## config.mk

```make
export PLATFORM = sky130hd
export DESIGN_NAME = comment_strip_tokenizer_flat
export DESIGN_NICKNAME = d
export VERILOG_FILES = /design/src/rtl/core/cst_pkg.sv /design/src/rtl/core/cst_in_if.sv /design/src/rtl/core/cst_out_if.sv /design/src/rtl/core/cst_front.sv /design/src/rtl/core/cst_queue.sv /design/src/rtl/core/cst_back.sv /design/src/rtl/core/comment_strip_tokenizer.sv /design/src/flat_wrapper.sv
export SDC_FILE = /design/constraint.sdc
export NUM_CORES = 1
export LEC_CHECK = 0
export BUFFER_PORTS_ARGS = -buffer_cell sky130_fd_sc_hd__buf_2
export CORE_ASPECT_RATIO = 1.5
export CORE_MARGIN = 2
export CORE_UTILIZATION = 35
export CTS_CLUSTER_DIAMETER = 40
export CTS_CLUSTER_SIZE = 25
export DETAILED_ROUTE_END_ITERATION = 7
export PLACE_DENSITY = 0.62
export SETUP_SLACK_MARGIN = 0.1
export SYNTH_ARGS = -nofsm -noshare
export SYNTH_HDL_FRONTEND = slang
export SYNTH_SLANG_ARGS = --single-unit
```

## constraint.sdc

```tcl
create_clock -name clk -period 7.7 [get_ports clk]
set_input_delay 0.77 -clock clk [delete_from_list [all_inputs] [get_ports clk]]
set_output_delay 0.77 -clock clk [all_outputs]
set_load 0.02 [all_outputs]
```

## src/rtl/core/cst_pkg.sv

```systemverilog
// ----------------------------------------------------------------------------
// cst_pkg
// Types, character codes and the per-byte decision function shared by the
// comment strip tokenizer modules.
// ----------------------------------------------------------------------------
package cst_pkg;

  localparam int MaxResults = 4;
  localparam int RunIdxW    = 2;

  localparam logic [7:0] ChSlash = 8'h2F;
  localparam logic [7:0] ChStar  = 8'h2A;
  localparam logic [7:0] ChHash  = 8'h23;
  localparam logic [7:0] ChColon = 8'h3A;
  localparam logic [7:0] ChSpace = 8'h20;
  localparam logic [7:0] ChLf    = 8'h0A;
  localparam logic [7:0] ChTab   = 8'd9;
  localparam logic [7:0] ChCr    = 8'd13;
  localparam logic [7:0] ChNul   = 8'h00;

  typedef enum logic [1:0] {
    MODE_NONE   = 2'd0,
    MODE_LINE   = 2'd1,
    MODE_BLOCK  = 2'd2,
    MODE_CLOSED = 2'd3
  } mode_t;

  typedef struct packed {
    mode_t mode;
    logic  skip_next;
    logic  word_open;
    logic  text_ended;
  } tok_state_t;

  localparam tok_state_t TokReset = '{
    mode: MODE_NONE, skip_next: 1'b0, word_open: 1'b0, text_ended: 1'b0
  };

  typedef struct packed {
    tok_state_t st;
    logic       emit;
    logic       starts;
  } decide_t;

  typedef struct packed {
    logic [7:0] token_byte;
    logic       starts_token;
    logic       end_of_text;
  } result_t;

  // One queue entry: all words caused by one accepted input item.
  typedef struct packed {
    result_t [MaxResults-1:0] res;
    logic [RunIdxW-1:0]       last_idx;
  } run_t;

  typedef struct packed {
    logic empty;
    logic full;
  } q_stat_t;

  typedef struct packed {
    logic fresh;
  } front_stat_t;

  // Decide byte c with lookahead n1, n2.
  function automatic decide_t decide(tok_state_t st, logic [7:0] c,
                                     logic [7:0] n1, logic [7:0] n2);
    decide_t d;
    d.st     = st;
    d.emit   = 1'b0;
    d.starts = 1'b0;
    if (st.skip_next) begin
      d.st.skip_next = 1'b0;
    end else begin
      if (c == ChSlash) begin
        if (n1 == ChSlash && n2 != ChHash && d.st.mode == MODE_NONE) d.st.mode = MODE_LINE;
        if (n1 == ChStar && d.st.mode == MODE_NONE) d.st.mode = MODE_BLOCK;
      end else if (c == ChStar) begin
        if (n1 == ChSlash && d.st.mode == MODE_BLOCK) begin
          d.st.mode      = MODE_CLOSED;
          d.st.skip_next = 1'b1;
        end
      end else if (c == ChLf) begin
        if (d.st.mode == MODE_LINE) d.st.mode = MODE_NONE;
      end
      if (d.st.mode == MODE_NONE && !d.st.text_ended) begin
        if (c == ChNul) begin
          d.st.text_ended = 1'b1;
          d.st.word_open  = 1'b0;
        end else if (c == ChSpace || c == ChLf || c == ChTab || c == ChCr) begin
          d.st.word_open = 1'b0;
        end else if (c == ChColon) begin
          d.st.word_open = 1'b0;
          d.emit         = 1'b1;
          d.starts       = 1'b1;
        end else begin
          d.emit         = 1'b1;
          d.starts       = !d.st.word_open;
          d.st.word_open = 1'b1;
        end
      end
      if (d.st.mode == MODE_CLOSED) d.st.mode = MODE_NONE;
    end
    return d;
  endfunction

endpackage

```

## src/rtl/core/cst_in_if.sv

```systemverilog
// ----------------------------------------------------------------------------
// cst_in_if
// Text byte channel: valid/ready handshake with byte and final flag.
// ----------------------------------------------------------------------------
interface cst_in_if;
  logic       valid;
  logic       ready;
  logic [7:0] text_byte;
  logic       final_byte;

  modport source (output valid, output text_byte, output final_byte, input ready);
  modport sink (input valid, input text_byte, input final_byte, output ready);
endinterface

```

## src/rtl/core/cst_out_if.sv

```systemverilog
// ----------------------------------------------------------------------------
// cst_out_if
// Token word channel: valid/ready handshake with token byte and marks.
// ----------------------------------------------------------------------------
interface cst_out_if;
  logic       valid;
  logic       ready;
  logic [7:0] token_byte;
  logic       starts_token;
  logic       end_of_text;
  logic       last_of_run;

  modport source (output valid, output token_byte, output starts_token,
                  output end_of_text, output last_of_run, input ready);
  modport sink (input valid, input token_byte, input starts_token,
                input end_of_text, input last_of_run, output ready);
endinterface

```

## src/rtl/core/cst_front.sv

```systemverilog
// ----------------------------------------------------------------------------
// cst_front
// Accepts text bytes, keeps the two-byte window and comment state, and packs
// the words each byte causes into one run for the queue.
// ----------------------------------------------------------------------------
module cst_front (
  input  logic                 clk,
  input  logic                 rst,
  cst_in_if.sink               text_in,
  input  cst_pkg::q_stat_t     q_stat,
  output logic                 push,
  output cst_pkg::run_t        run,
  output cst_pkg::front_stat_t front_stat
);
  import cst_pkg::*;

  logic [7:0] win0, win1;
  logic [1:0] cnt;
  tok_state_t st;

  logic       accept;
  decide_t    single;
  run_t       flush_run;

  assign text_in.ready    = !q_stat.full;
  assign accept           = text_in.valid && text_in.ready;
  assign single           = decide(st, win0, win1, text_in.text_byte);
  assign front_stat.fresh = (cnt == 2'd0) && (st == TokReset);

  // Flush: decide every pending byte plus the final one, missing bytes as NUL.
  always_comb begin
    logic [7:0]         seq [5];
    logic [1:0]         len;
    logic [RunIdxW-1:0] k;
    tok_state_t         fs;
    decide_t            d;
    flush_run = '0;
    for (int j = 0; j < 5; j++) seq[j] = ChNul;
    unique case (cnt)
      2'd0: begin
        seq[0] = text_in.text_byte;
        len    = 2'd1;
      end
      2'd1: begin
        seq[0] = win0;
        seq[1] = text_in.text_byte;
        len    = 2'd2;
      end
      default: begin
        seq[0] = win0;
        seq[1] = win1;
        seq[2] = text_in.text_byte;
        len    = 2'd3;
      end
    endcase
    fs = st;
    k  = '0;
    for (int i = 0; i < 3; i++) begin
      if (2'(i) < len) begin
        d  = decide(fs, seq[i], seq[i+1], seq[i+2]);
        fs = d.st;
        if (d.emit) begin
          flush_run.res[k] = '{token_byte: seq[i], starts_token: d.starts, end_of_text: 1'b0};
          k = k + 1'b1;
        end
      end
    end
    flush_run.res[k]   = '{token_byte: ChNul, starts_token: 1'b0, end_of_text: 1'b1};
    flush_run.last_idx = k;
  end

  always_comb begin
    if (text_in.final_byte) begin
      run  = flush_run;
      push = accept;
    end else begin
      run        = '0;
      run.res[0] = '{token_byte: win0, starts_token: single.starts, end_of_text: 1'b0};
      push       = accept && cnt[1] && single.emit;
    end
  end

  always_ff @(posedge clk) begin
    if (rst) begin
      win0 <= '0;
      win1 <= '0;
      cnt  <= '0;
      st   <= TokReset;
    end else if (accept) begin
      if (text_in.final_byte) begin
        win0 <= '0;
        win1 <= '0;
        cnt  <= '0;
        st   <= TokReset;
      end else if (!cnt[1]) begin
        if (cnt == 2'd0) win0 <= text_in.text_byte;
        else win1 <= text_in.text_byte;
        cnt <= cnt + 2'd1;
      end else begin
        st   <= single.st;
        win0 <= win1;
        win1 <= text_in.text_byte;
      end
    end
  end

endmodule

```

## src/rtl/core/cst_queue.sv

```systemverilog
// ----------------------------------------------------------------------------
// cst_queue
// Short run queue between front and back; head entry is read in place.
// ----------------------------------------------------------------------------
module cst_queue #(
  parameter int Depth = 4
) (
  input  logic             clk,
  input  logic             rst,
  input  logic             push,
  input  cst_pkg::run_t    push_run,
  input  logic             pop,
  output cst_pkg::run_t    head,
  output cst_pkg::q_stat_t q_stat
);
  import cst_pkg::*;

  localparam int PtrW = $clog2(Depth);
  localparam int CntW = $clog2(Depth + 1);

  run_t            entries [Depth];
  logic [PtrW-1:0] wr_ptr, rd_ptr;
  logic [CntW-1:0] count;

  assign head         = entries[rd_ptr];
  assign q_stat.empty = (count == '0);
  assign q_stat.full  = (count == CntW'(Depth));

  always_ff @(posedge clk) begin
    if (push) entries[wr_ptr] <= push_run;
  end

  always_ff @(posedge clk) begin
    if (rst) begin
      wr_ptr <= '0;
      rd_ptr <= '0;
      count  <= '0;
    end else begin
      if (push) wr_ptr <= (wr_ptr == PtrW'(Depth - 1)) ? '0 : wr_ptr + 1'b1;
      if (pop) rd_ptr <= (rd_ptr == PtrW'(Depth - 1)) ? '0 : rd_ptr + 1'b1;
      if (push && !pop) count <= count + 1'b1;
      else if (pop && !push) count <= count - 1'b1;
    end
  end

endmodule

```

## src/rtl/core/cst_back.sv

```systemverilog
// ----------------------------------------------------------------------------
// cst_back
// Unpacks the head run into words, one per handshake, and pops it after the
// last word.
// ----------------------------------------------------------------------------
module cst_back (
  input  logic             clk,
  input  logic             rst,
  input  cst_pkg::run_t    head,
  input  cst_pkg::q_stat_t q_stat,
  output logic             pop,
  cst_out_if.source        token_out
);
  import cst_pkg::*;

  logic [RunIdxW-1:0] idx;
  logic               last;
  logic               take;

  assign last                   = (idx == head.last_idx);
  assign take                   = token_out.valid && token_out.ready;
  assign pop                    = take && last;
  assign token_out.valid        = !q_stat.empty;
  assign token_out.token_byte   = head.res[idx].token_byte;
  assign token_out.starts_token = head.res[idx].starts_token;
  assign token_out.end_of_text  = head.res[idx].end_of_text;
  assign token_out.last_of_run  = last;

  always_ff @(posedge clk) begin
    if (rst) begin
      idx <= '0;
    end else if (take) begin
      idx <= last ? '0 : idx + 1'b1;
    end
  end

endmodule

```

## src/rtl/core/comment_strip_tokenizer.sv

```systemverilog
// ----------------------------------------------------------------------------
// comment_strip_tokenizer
// Removes C-style comments from a byte stream and splits the rest into
// tokens, one word per kept byte plus an end marker per text.
// ----------------------------------------------------------------------------
// The block takes one text byte per cycle, every cycle, as long as its run
// queue has room. Each byte is decided against the two bytes that follow it,
// so words trail the input by two bytes: the first two bytes of a text give
// no word, later bytes give at most one, and the final byte flushes the
// window in the same cycle, giving up to three token words and the end
// marker (up to four words). The front stage does all decisions for one
// byte in its accept cycle and writes the resulting words as one run into a
// queue of QueueDepth runs; the back stage sends one word per cycle from the
// head run while the sink is ready. Input rate is one byte per cycle; output
// rate is one word per cycle while ready holds; flush words leave singly. Input
// stalls only when the queue is full: either the sink holds off ready, or
// flush runs arrive faster than their words can leave one per cycle.
// Line comments start at // unless # follows and keep their ending LF; block
// comments run to the next */ and /*/ closes at once. Space, LF, tab and CR
// split tokens, a colon is a token by itself, a kept NUL ends the text, and
// all state returns to reset after the final byte.
// ----------------------------------------------------------------------------
module comment_strip_tokenizer #(
  parameter int QueueDepth = 4
) (
  input logic       clk,
  input logic       rst,
  cst_in_if.sink    text_in,
  cst_out_if.source token_out
);
  import cst_pkg::*;

  logic        push;
  logic        pop;
  run_t        push_run;
  run_t        head;
  q_stat_t     q_stat;
  front_stat_t front_stat;

  // Accept and classify bytes; build the run each byte causes.
  cst_front u_front (
    .clk        (clk),
    .rst        (rst),
    .text_in    (text_in),
    .q_stat     (q_stat),
    .push       (push),
    .run        (push_run),
    .front_stat (front_stat)
  );

  // Hold finished runs so the front keeps going while the sink stalls.
  cst_queue #(
    .Depth (QueueDepth)
  ) u_queue (
    .clk      (clk),
    .rst      (rst),
    .push     (push),
    .push_run (push_run),
    .pop      (pop),
    .head     (head),
    .q_stat   (q_stat)
  );

  // Drain the head run one word at a time.
  cst_back u_back (
    .clk       (clk),
    .rst       (rst),
    .head      (head),
    .q_stat    (q_stat),
    .pop       (pop),
    .token_out (token_out)
  );

  // Never write a run into a full queue.
  assert property (@(posedge clk) disable iff (rst) push |-> !q_stat.full)
    else $error("run pushed into full queue");

  // A final byte leaves the front in its reset state for the next text.
  assert property (@(posedge clk) disable iff (rst)
    (text_in.valid && text_in.ready && text_in.final_byte) |=> front_stat.fresh)
    else $error("front state not cleared after final byte");

  // The end marker closes its run and carries no byte.
  assert property (@(posedge clk) disable iff (rst)
    (token_out.valid && token_out.end_of_text) |->
      (token_out.last_of_run && token_out.token_byte == ChNul && !token_out.starts_token))
    else $error("malformed end marker");

endmodule
```

## src/flat_wrapper.sv

```systemverilog
// flat-port wrapper written by rule: the top's interface ports become plain ports
module comment_strip_tokenizer_flat import cst_pkg::*;
#(
  parameter int QueueDepth = 4
)
  (clk, rst, text_in_valid, text_in_text_byte, text_in_final_byte, text_in_ready, token_out_valid, token_out_token_byte, token_out_starts_token, token_out_end_of_text, token_out_last_of_run, token_out_ready);
  cst_in_if text_in_i ();
  cst_out_if token_out_i ();
  input logic clk;
  input logic rst;
  input wire logic [$bits(text_in_i.valid)-1:0] text_in_valid;
  input wire logic [$bits(text_in_i.text_byte)-1:0] text_in_text_byte;
  input wire logic [$bits(text_in_i.final_byte)-1:0] text_in_final_byte;
  output wire logic [$bits(text_in_i.ready)-1:0] text_in_ready;
  output wire logic [$bits(token_out_i.valid)-1:0] token_out_valid;
  output wire logic [$bits(token_out_i.token_byte)-1:0] token_out_token_byte;
  output wire logic [$bits(token_out_i.starts_token)-1:0] token_out_starts_token;
  output wire logic [$bits(token_out_i.end_of_text)-1:0] token_out_end_of_text;
  output wire logic [$bits(token_out_i.last_of_run)-1:0] token_out_last_of_run;
  input wire logic [$bits(token_out_i.ready)-1:0] token_out_ready;
  assign text_in_i.valid = text_in_valid;
  assign text_in_i.text_byte = text_in_text_byte;
  assign text_in_i.final_byte = text_in_final_byte;
  assign text_in_ready = text_in_i.ready;
  assign token_out_valid = token_out_i.valid;
  assign token_out_token_byte = token_out_i.token_byte;
  assign token_out_starts_token = token_out_i.starts_token;
  assign token_out_end_of_text = token_out_i.end_of_text;
  assign token_out_last_of_run = token_out_i.last_of_run;
  assign token_out_i.ready = token_out_ready;
  comment_strip_tokenizer #(.QueueDepth(QueueDepth)) u_core (.clk(clk), .rst(rst), .text_in(text_in_i), .token_out(token_out_i));
endmodule
```

# ---- Word-level counts from Yosys, hierarchy flattened
# Memory sizes are Yosys's and may differ from the RTL's. A register that Yosys moved wholly into a read port is not among the register bits.
# Index checks and enable logic that the tools add are counted.
dict set report totals {
  reg_bits 32
  ramBits 168
  elab_cells 292
  mem_count 1
}
dict set report op_classes {
  n_addsub 8
  n_lt_le_gt_ge 10
  eq_ne 48
  muxes 137
  n_bitwise 3
  n_reduce_logical 73
}
# memory depth word_bits rd rd_clocked_by_memory_dff write_ports line_no
set memory_table {}
lappend memory_table {u_core.u_queue.entries 4 42 1 1 1 cst_queue.sv:21} ;# run_t entries [Depth];
# operator count
set ops {}
lappend ops {{two-way mux 40 bit} 4}
lappend ops {{== test 8 x 6 -> 1 bit (second input constant)} 18}
lappend ops {{two-way mux 2 bit} 64}
lappend ops {{== test 8 x 4 -> 1 bit (second input constant)} 12}
lappend ops {{bitwise mux 40 bit} 2}
lappend ops {{demux 10 bit (select 2 bit)} 3}
lappend ops {{two-way mux 10 bit} 6}
lappend ops {{two-way mux 8 bit} 7}
lappend ops {{two-way mux 42 bit} 1}
lappend ops {{bitwise AND 36 bit} 1}
lappend ops {{NOT 36 bit} 1}
lappend ops {{zero test 8 bit} 4}
lappend ops {{two-way mux 4 bit} 8}
lappend ops {{two-way mux 1 bit} 30}
lappend ops {{logical AND 1 bit} 25}
lappend ops {{binary-select mux 10 bit (select 2 bit)} 1}
lappend ops {{zero test 2 bit} 10}
lappend ops {{two-way mux 5 bit} 4}
lappend ops {{!= test 8 x 6 -> 1 bit (second input constant)} 2}
lappend ops {{case mux 8 bit (2 select lines)} 1}
lappend ops {{two-way mux 3 bit} 5}
lappend ops {{== test 2 bit (second input constant)} 7}
lappend ops {{adder 2 x 1 -> 2 bit (second input constant)} 6}
lappend ops {{logical OR 1 bit} 12}
lappend ops {{21 further kinds} 45}

# ---- Logic depth before layout (Yosys ltp)
dict set report logic_depth {
  depth_word 61
  mapped_depth 21
}

# ---- By module
# Synthesis repeated with hierarchy kept, for this count alone.
dict set report hier_totals {
  cells_unflattened 765
  area_unflattened_um2 10248.6
}
# mod n_inst cells_per_inst area_per_inst_um2 seq_area_each_um2
set by_module_without_submodules {}
lappend by_module_without_submodules {cst_queue 1 264 6553.8 5225.0}
lappend by_module_without_submodules {cst_front 1 472 3285.7 460.4}
lappend by_module_without_submodules {cst_back 1 29 409.1 40.0}

# ---- Worst setup path after synthesis
# No wires, ideal clock.
dict set report synth_path {
  path_kind {input to register}
  from {in text_in_text_byte[6]}
  to {mem u_core.u_queue.entries[0][10] (netlist name) (data pin)}
  arrival_ps 5112
  required_time_ps 7470
  path_slack_ps 2358
  cell_stages 18
  n_path_buf 3
  cell_sequence {buf_2 > nor2_2 > o21ai_2 > or4_4 > or4_1 > o211a_1 > mux2_4 > o211ai_1 > clkbuf_1 > clkbuf_1 > inv_1 > ha_1 > nand2_1 > o21ai_1 > ha_1 > o2111ai_1 > a21oi_2 > a2111oi_2}
}
# item line_no
set synth_lines {}
lappend synth_lines {{from (decl)} flat_wrapper.sv:12} ;# input wire logic [$bits(text_in_i.text_byte)-1:0] text_in_text_byte;
lappend synth_lines {{to (decl)} cst_queue.sv:21}

==> flow_summary_export.csv <==
group,metric,value,unit
run_status,outcome,"completed",
placement,place_congestion,0.938,
layout,multi_input_area,3970,µm²
setup_path,crit_buf_inv,2,
layout,layout_commonest_cell,"edfxtp_1",
global_route,grtUsageTotal,16.3,%
synthesis,synthXorXnorAreaFrac,0.526,%
cts,htreeDepth,1,
cts,cts_num_sinks,202,
setup_path,path_max_fanout,38,
cts,clk_pin_slew,0.08,ns
sta,maxSlewHeadroom,27.3,%
setup_path,slowest_stage,"dfxtp_1",
synthesis,syn_area,10000,µm²
setup_path,timing.rr.start,"u_core.u_front.cnt[1]",
global_route,grtUsageMet2,29.6,%
die,die_area,30000,µm²
sta,drv_slew,0,
layout,drive_gt1_share,19.7,%
placement,dp_cells,1080,
cts,root_buffer,"clkbuf_16",
global_route,grtUsageMet1,19.4,%
layout,fillerInstances,2553,
synthesis,synth.distinct_cells,88,
sta,fmax,0.164,GHz
setup_path,critical_path_required,8.03,ns
route,vias,6491,
global_route,antenna_found_initial,0,
die,die_width,142,µm
cts,postCtsSetupBuffers,0,
sta,rsz0062_at_grt,"false",
synthesis,async_flop_share,0,%
setup_path,crit_arrival,6.44,ns
synthesis,ys.flop_type,"edfxtp_1",
sta,setup_violations,0,
cts,clockBufferDepth,3,
sta,min_period,6.11,ns
setup_path,end_kind,"flop",
die,fp-row-count,75,
global_route,met3_usage,1.72,%
synthesis,ys_warn_count,0,
layout,finalNonFillerCells,1111,
layout,seqCellArea,5730,µm²
setup_path,rrSetupSlack,1.59,ns
sta,fin_crit_sh,79.3,%
route,viasPerCell,5.84,
synthesis,ys_seq_area_share,57.3,%
power_and_ir_drop,p_per_area,243,nW/µm²
route,drt-initial-drc-count,532,
synthesis,synth_edf_count,168,
route,drtPass1Iterations,5,
synthesis,synthSimpleGateAreaFrac,11.8,%
placement,place_hpwl,16.9,mm
synthesis,ys_ff_latch,202,
job,maxCapViolCount,0,
setup_path,path_cells,"or2_1 > mux2_2 > o2111ai_1 > o21ai_0 > or3_1 > or3_1 > buf_4 > inv_1 > ha_1 > nand2_1 > o21ai_1 > ha_1 > o21ai_0 > nor3_1 > and2_1",
global_route,grt_max_degree,43,
route,drc,0,
power_and_ir_drop,ir_drop,0.000212,V
die,coreArea,28100,µm²
setup_path,crit_type,"reg2reg",
layout,layout_common_cells,"edfxtp_1, nor2_1, nand2_1",
global_route,top_usage_layer,"met2",
worst_hold_path,hold_path.class,"reg2reg",
synthesis,synth_fa_ha_area_share,1.58,%
cts,clkLatencyLatePin,0.50,ns
layout,diodes,0,
setup_path,startpoint_type,"flop",
route,wl,23.9,mm
route,wl_per_cell,21.5,µm
synthesis,synth_compound_area_share,11.9,%
synthesis,synthCells,749,
sta,tightest_slew,1.08,ns
cts,cts_resized,0,
sta,finalSetupTns,0,ns
sta,skew,0.0210,ns
cts,numCtsBuffers,18,
worst_hold_path,hold_start,"u_core.u_queue.rd_ptr[0]",
layout,num-nets-final,779,
power_and_ir_drop,power.leakage,3.54,nW
sta,final_hold_viol_count,0,
setup_path,r2r_cells,15,
synthesis,syn_nets,774,
cts,cts_tree,"built",
global_route,first_global_vias,6605,
route,ant_nets,0,
synthesis,synthMuxAreaShare,13.9,%
layout,syn_to_final_growth,10.7,%
setup_path,cpLargestDelayFamily,"simple AND/OR/NAND/NOR gates",
die,start_util,35.6,%
synthesis,syn_avg_cell_area,13.3,µm²
placement,numPortBuffers,25,
setup_path,cp_slowest_stage_delay,1.01,ns
setup_path,r2r-end,"u_core.u_queue.entries[0][40]",
global_route,grt-ovfl-total,0,
cts,cts_hold_buf,0,
worst_hold_path,holdPathStages,2,
die,die_y,211,µm
die,ios,26,
synthesis,synth_top_family_by_area,"multiplexers",
global_route,grt_pass1_wl,37.8,mm
==> synthesized netlist by cell type (4+ instances only) <==
master     count  share of area (%)
a22oi_1       19                1.4
and3_1         7               0.44
nor4b_1        4               0.35
o2bb2ai_1      5               0.44
edfxtp_1     168                 50
mux2i_1       17                1.7
a21oi_1       29                1.5
and2_1        22                1.4
nand3_1       10               0.50
inv_1         18               0.68
mux4_2        52                 12
dfxtp_1       34                6.8
nor3_1        14               0.70
nand2_1       53                2.0
or4_1         12               0.90
ha_1          11                1.4
o21ai_0       34                1.7
clkbuf_1      34                1.3
o22ai_1        5               0.31
buf_2          7               0.35
xor2_1         5               0.44
or3_1          9               0.56
o211ai_1       6               0.45
o31ai_1        7               0.53
nor4_1        11               0.69
o2111ai_1      5               0.44
nor2_1        59                2.2
==> registers in the layout, summed over array words and instances (netlist names), 3 cells and up, named ones only <==
signal / count
u_core.u_queue.entries: 168
u_core.u_front.win1: 8
u_core.u_front.win0: 8
u_core.u_front.st: 5
u_core.u_queue.count: 3
==> cell type report <==
class                           count  area share (%)
Clock inverter                     13            1.84
Timing Repair Buffer               35            1.81
Tap cell                          346            3.91
Inverter                           19           0.645
Sequential cell                   202            51.8
Multi-Input combinational cell    478            35.9
Clock buffer                       18            4.07
==> worst register-to-register path, cell delays in order (launching register included) <==
cell and delay [ns]:
dfxtp_1 1.01, or2_1 0.62, mux2_2 0.42, o2111ai_1 0.28
o21ai_0 0.31, or3_1 0.41, or3_1 0.32, buf_4 0.21
inv_1 0.30, ha_1 0.31, nand2_1 0.06, o21ai_1 0.17
ha_1 0.44, o21ai_0 0.18, nor3_1 0.59, and2_1 0.33
==> per-layer routing <==
metal	routed length, µm	vias to the layer above
met3	1090	68
met5	0	-
met2	12600	215
met4	998	0
met1	9280	3220
li1	-	2988
==> worst max-delay path by stage <==
stage	start	endpoint	cells after the start
after CTS	u_core.u_front.cnt[1]	u_core.u_queue.entries[0][40]	15
after floorplan	text_in_text_byte[6]	u_core.u_queue.entries[0][10]	18
final	u_core.u_front.cnt[1]	u_core.u_queue.entries[0][40]	15
after detailed placement	u_core.u_front.cnt[1]	u_core.u_queue.entries[3][15]	17
after global routing	u_core.u_front.cnt[1]	u_core.u_queue.entries[0][15]	18
after global placement	u_core.u_front.cnt[1]	u_core.u_queue.entries[3][15]	15
==> through the flow <==
stage	setup WS, ns	total power [mW]	hold WS, ns	area (µm²)	util [%]
after detailed placement	1.67	1.77	0.493	10400	37.1
after global routing	1.08	2.80	0.501	11100	39.4
after floorplan	2.36	1.63	0.449	10000	-
after global placement	1.75	1.76	0.473	10400	37.1
after CTS	1.66	2.71	0.493	11100	39.4
final	1.59	2.69	0.487	11100	39.4
==> cells by family (layout without fill, tap and decap cells) <==
group | Yosys count | in the layout
adder cells (fa/ha/maj) | 12 | 12
AO/OA/AOI/OAI | 161 | 161
XOR/XNOR | 6 | 6
AND/OR/NAND/NOR | 226 | 226
multiplexers | 73 | 73
buffers and inverters | 69 | 85
flip-flops | 202 | 202
==> report_power, final <==
part	internal, mW	switching [mW]
Clock	0.478	0.470
Combinational	0.189	0.280
Sequential	1.23	0.0407
(Power assumes the default switching activity.)
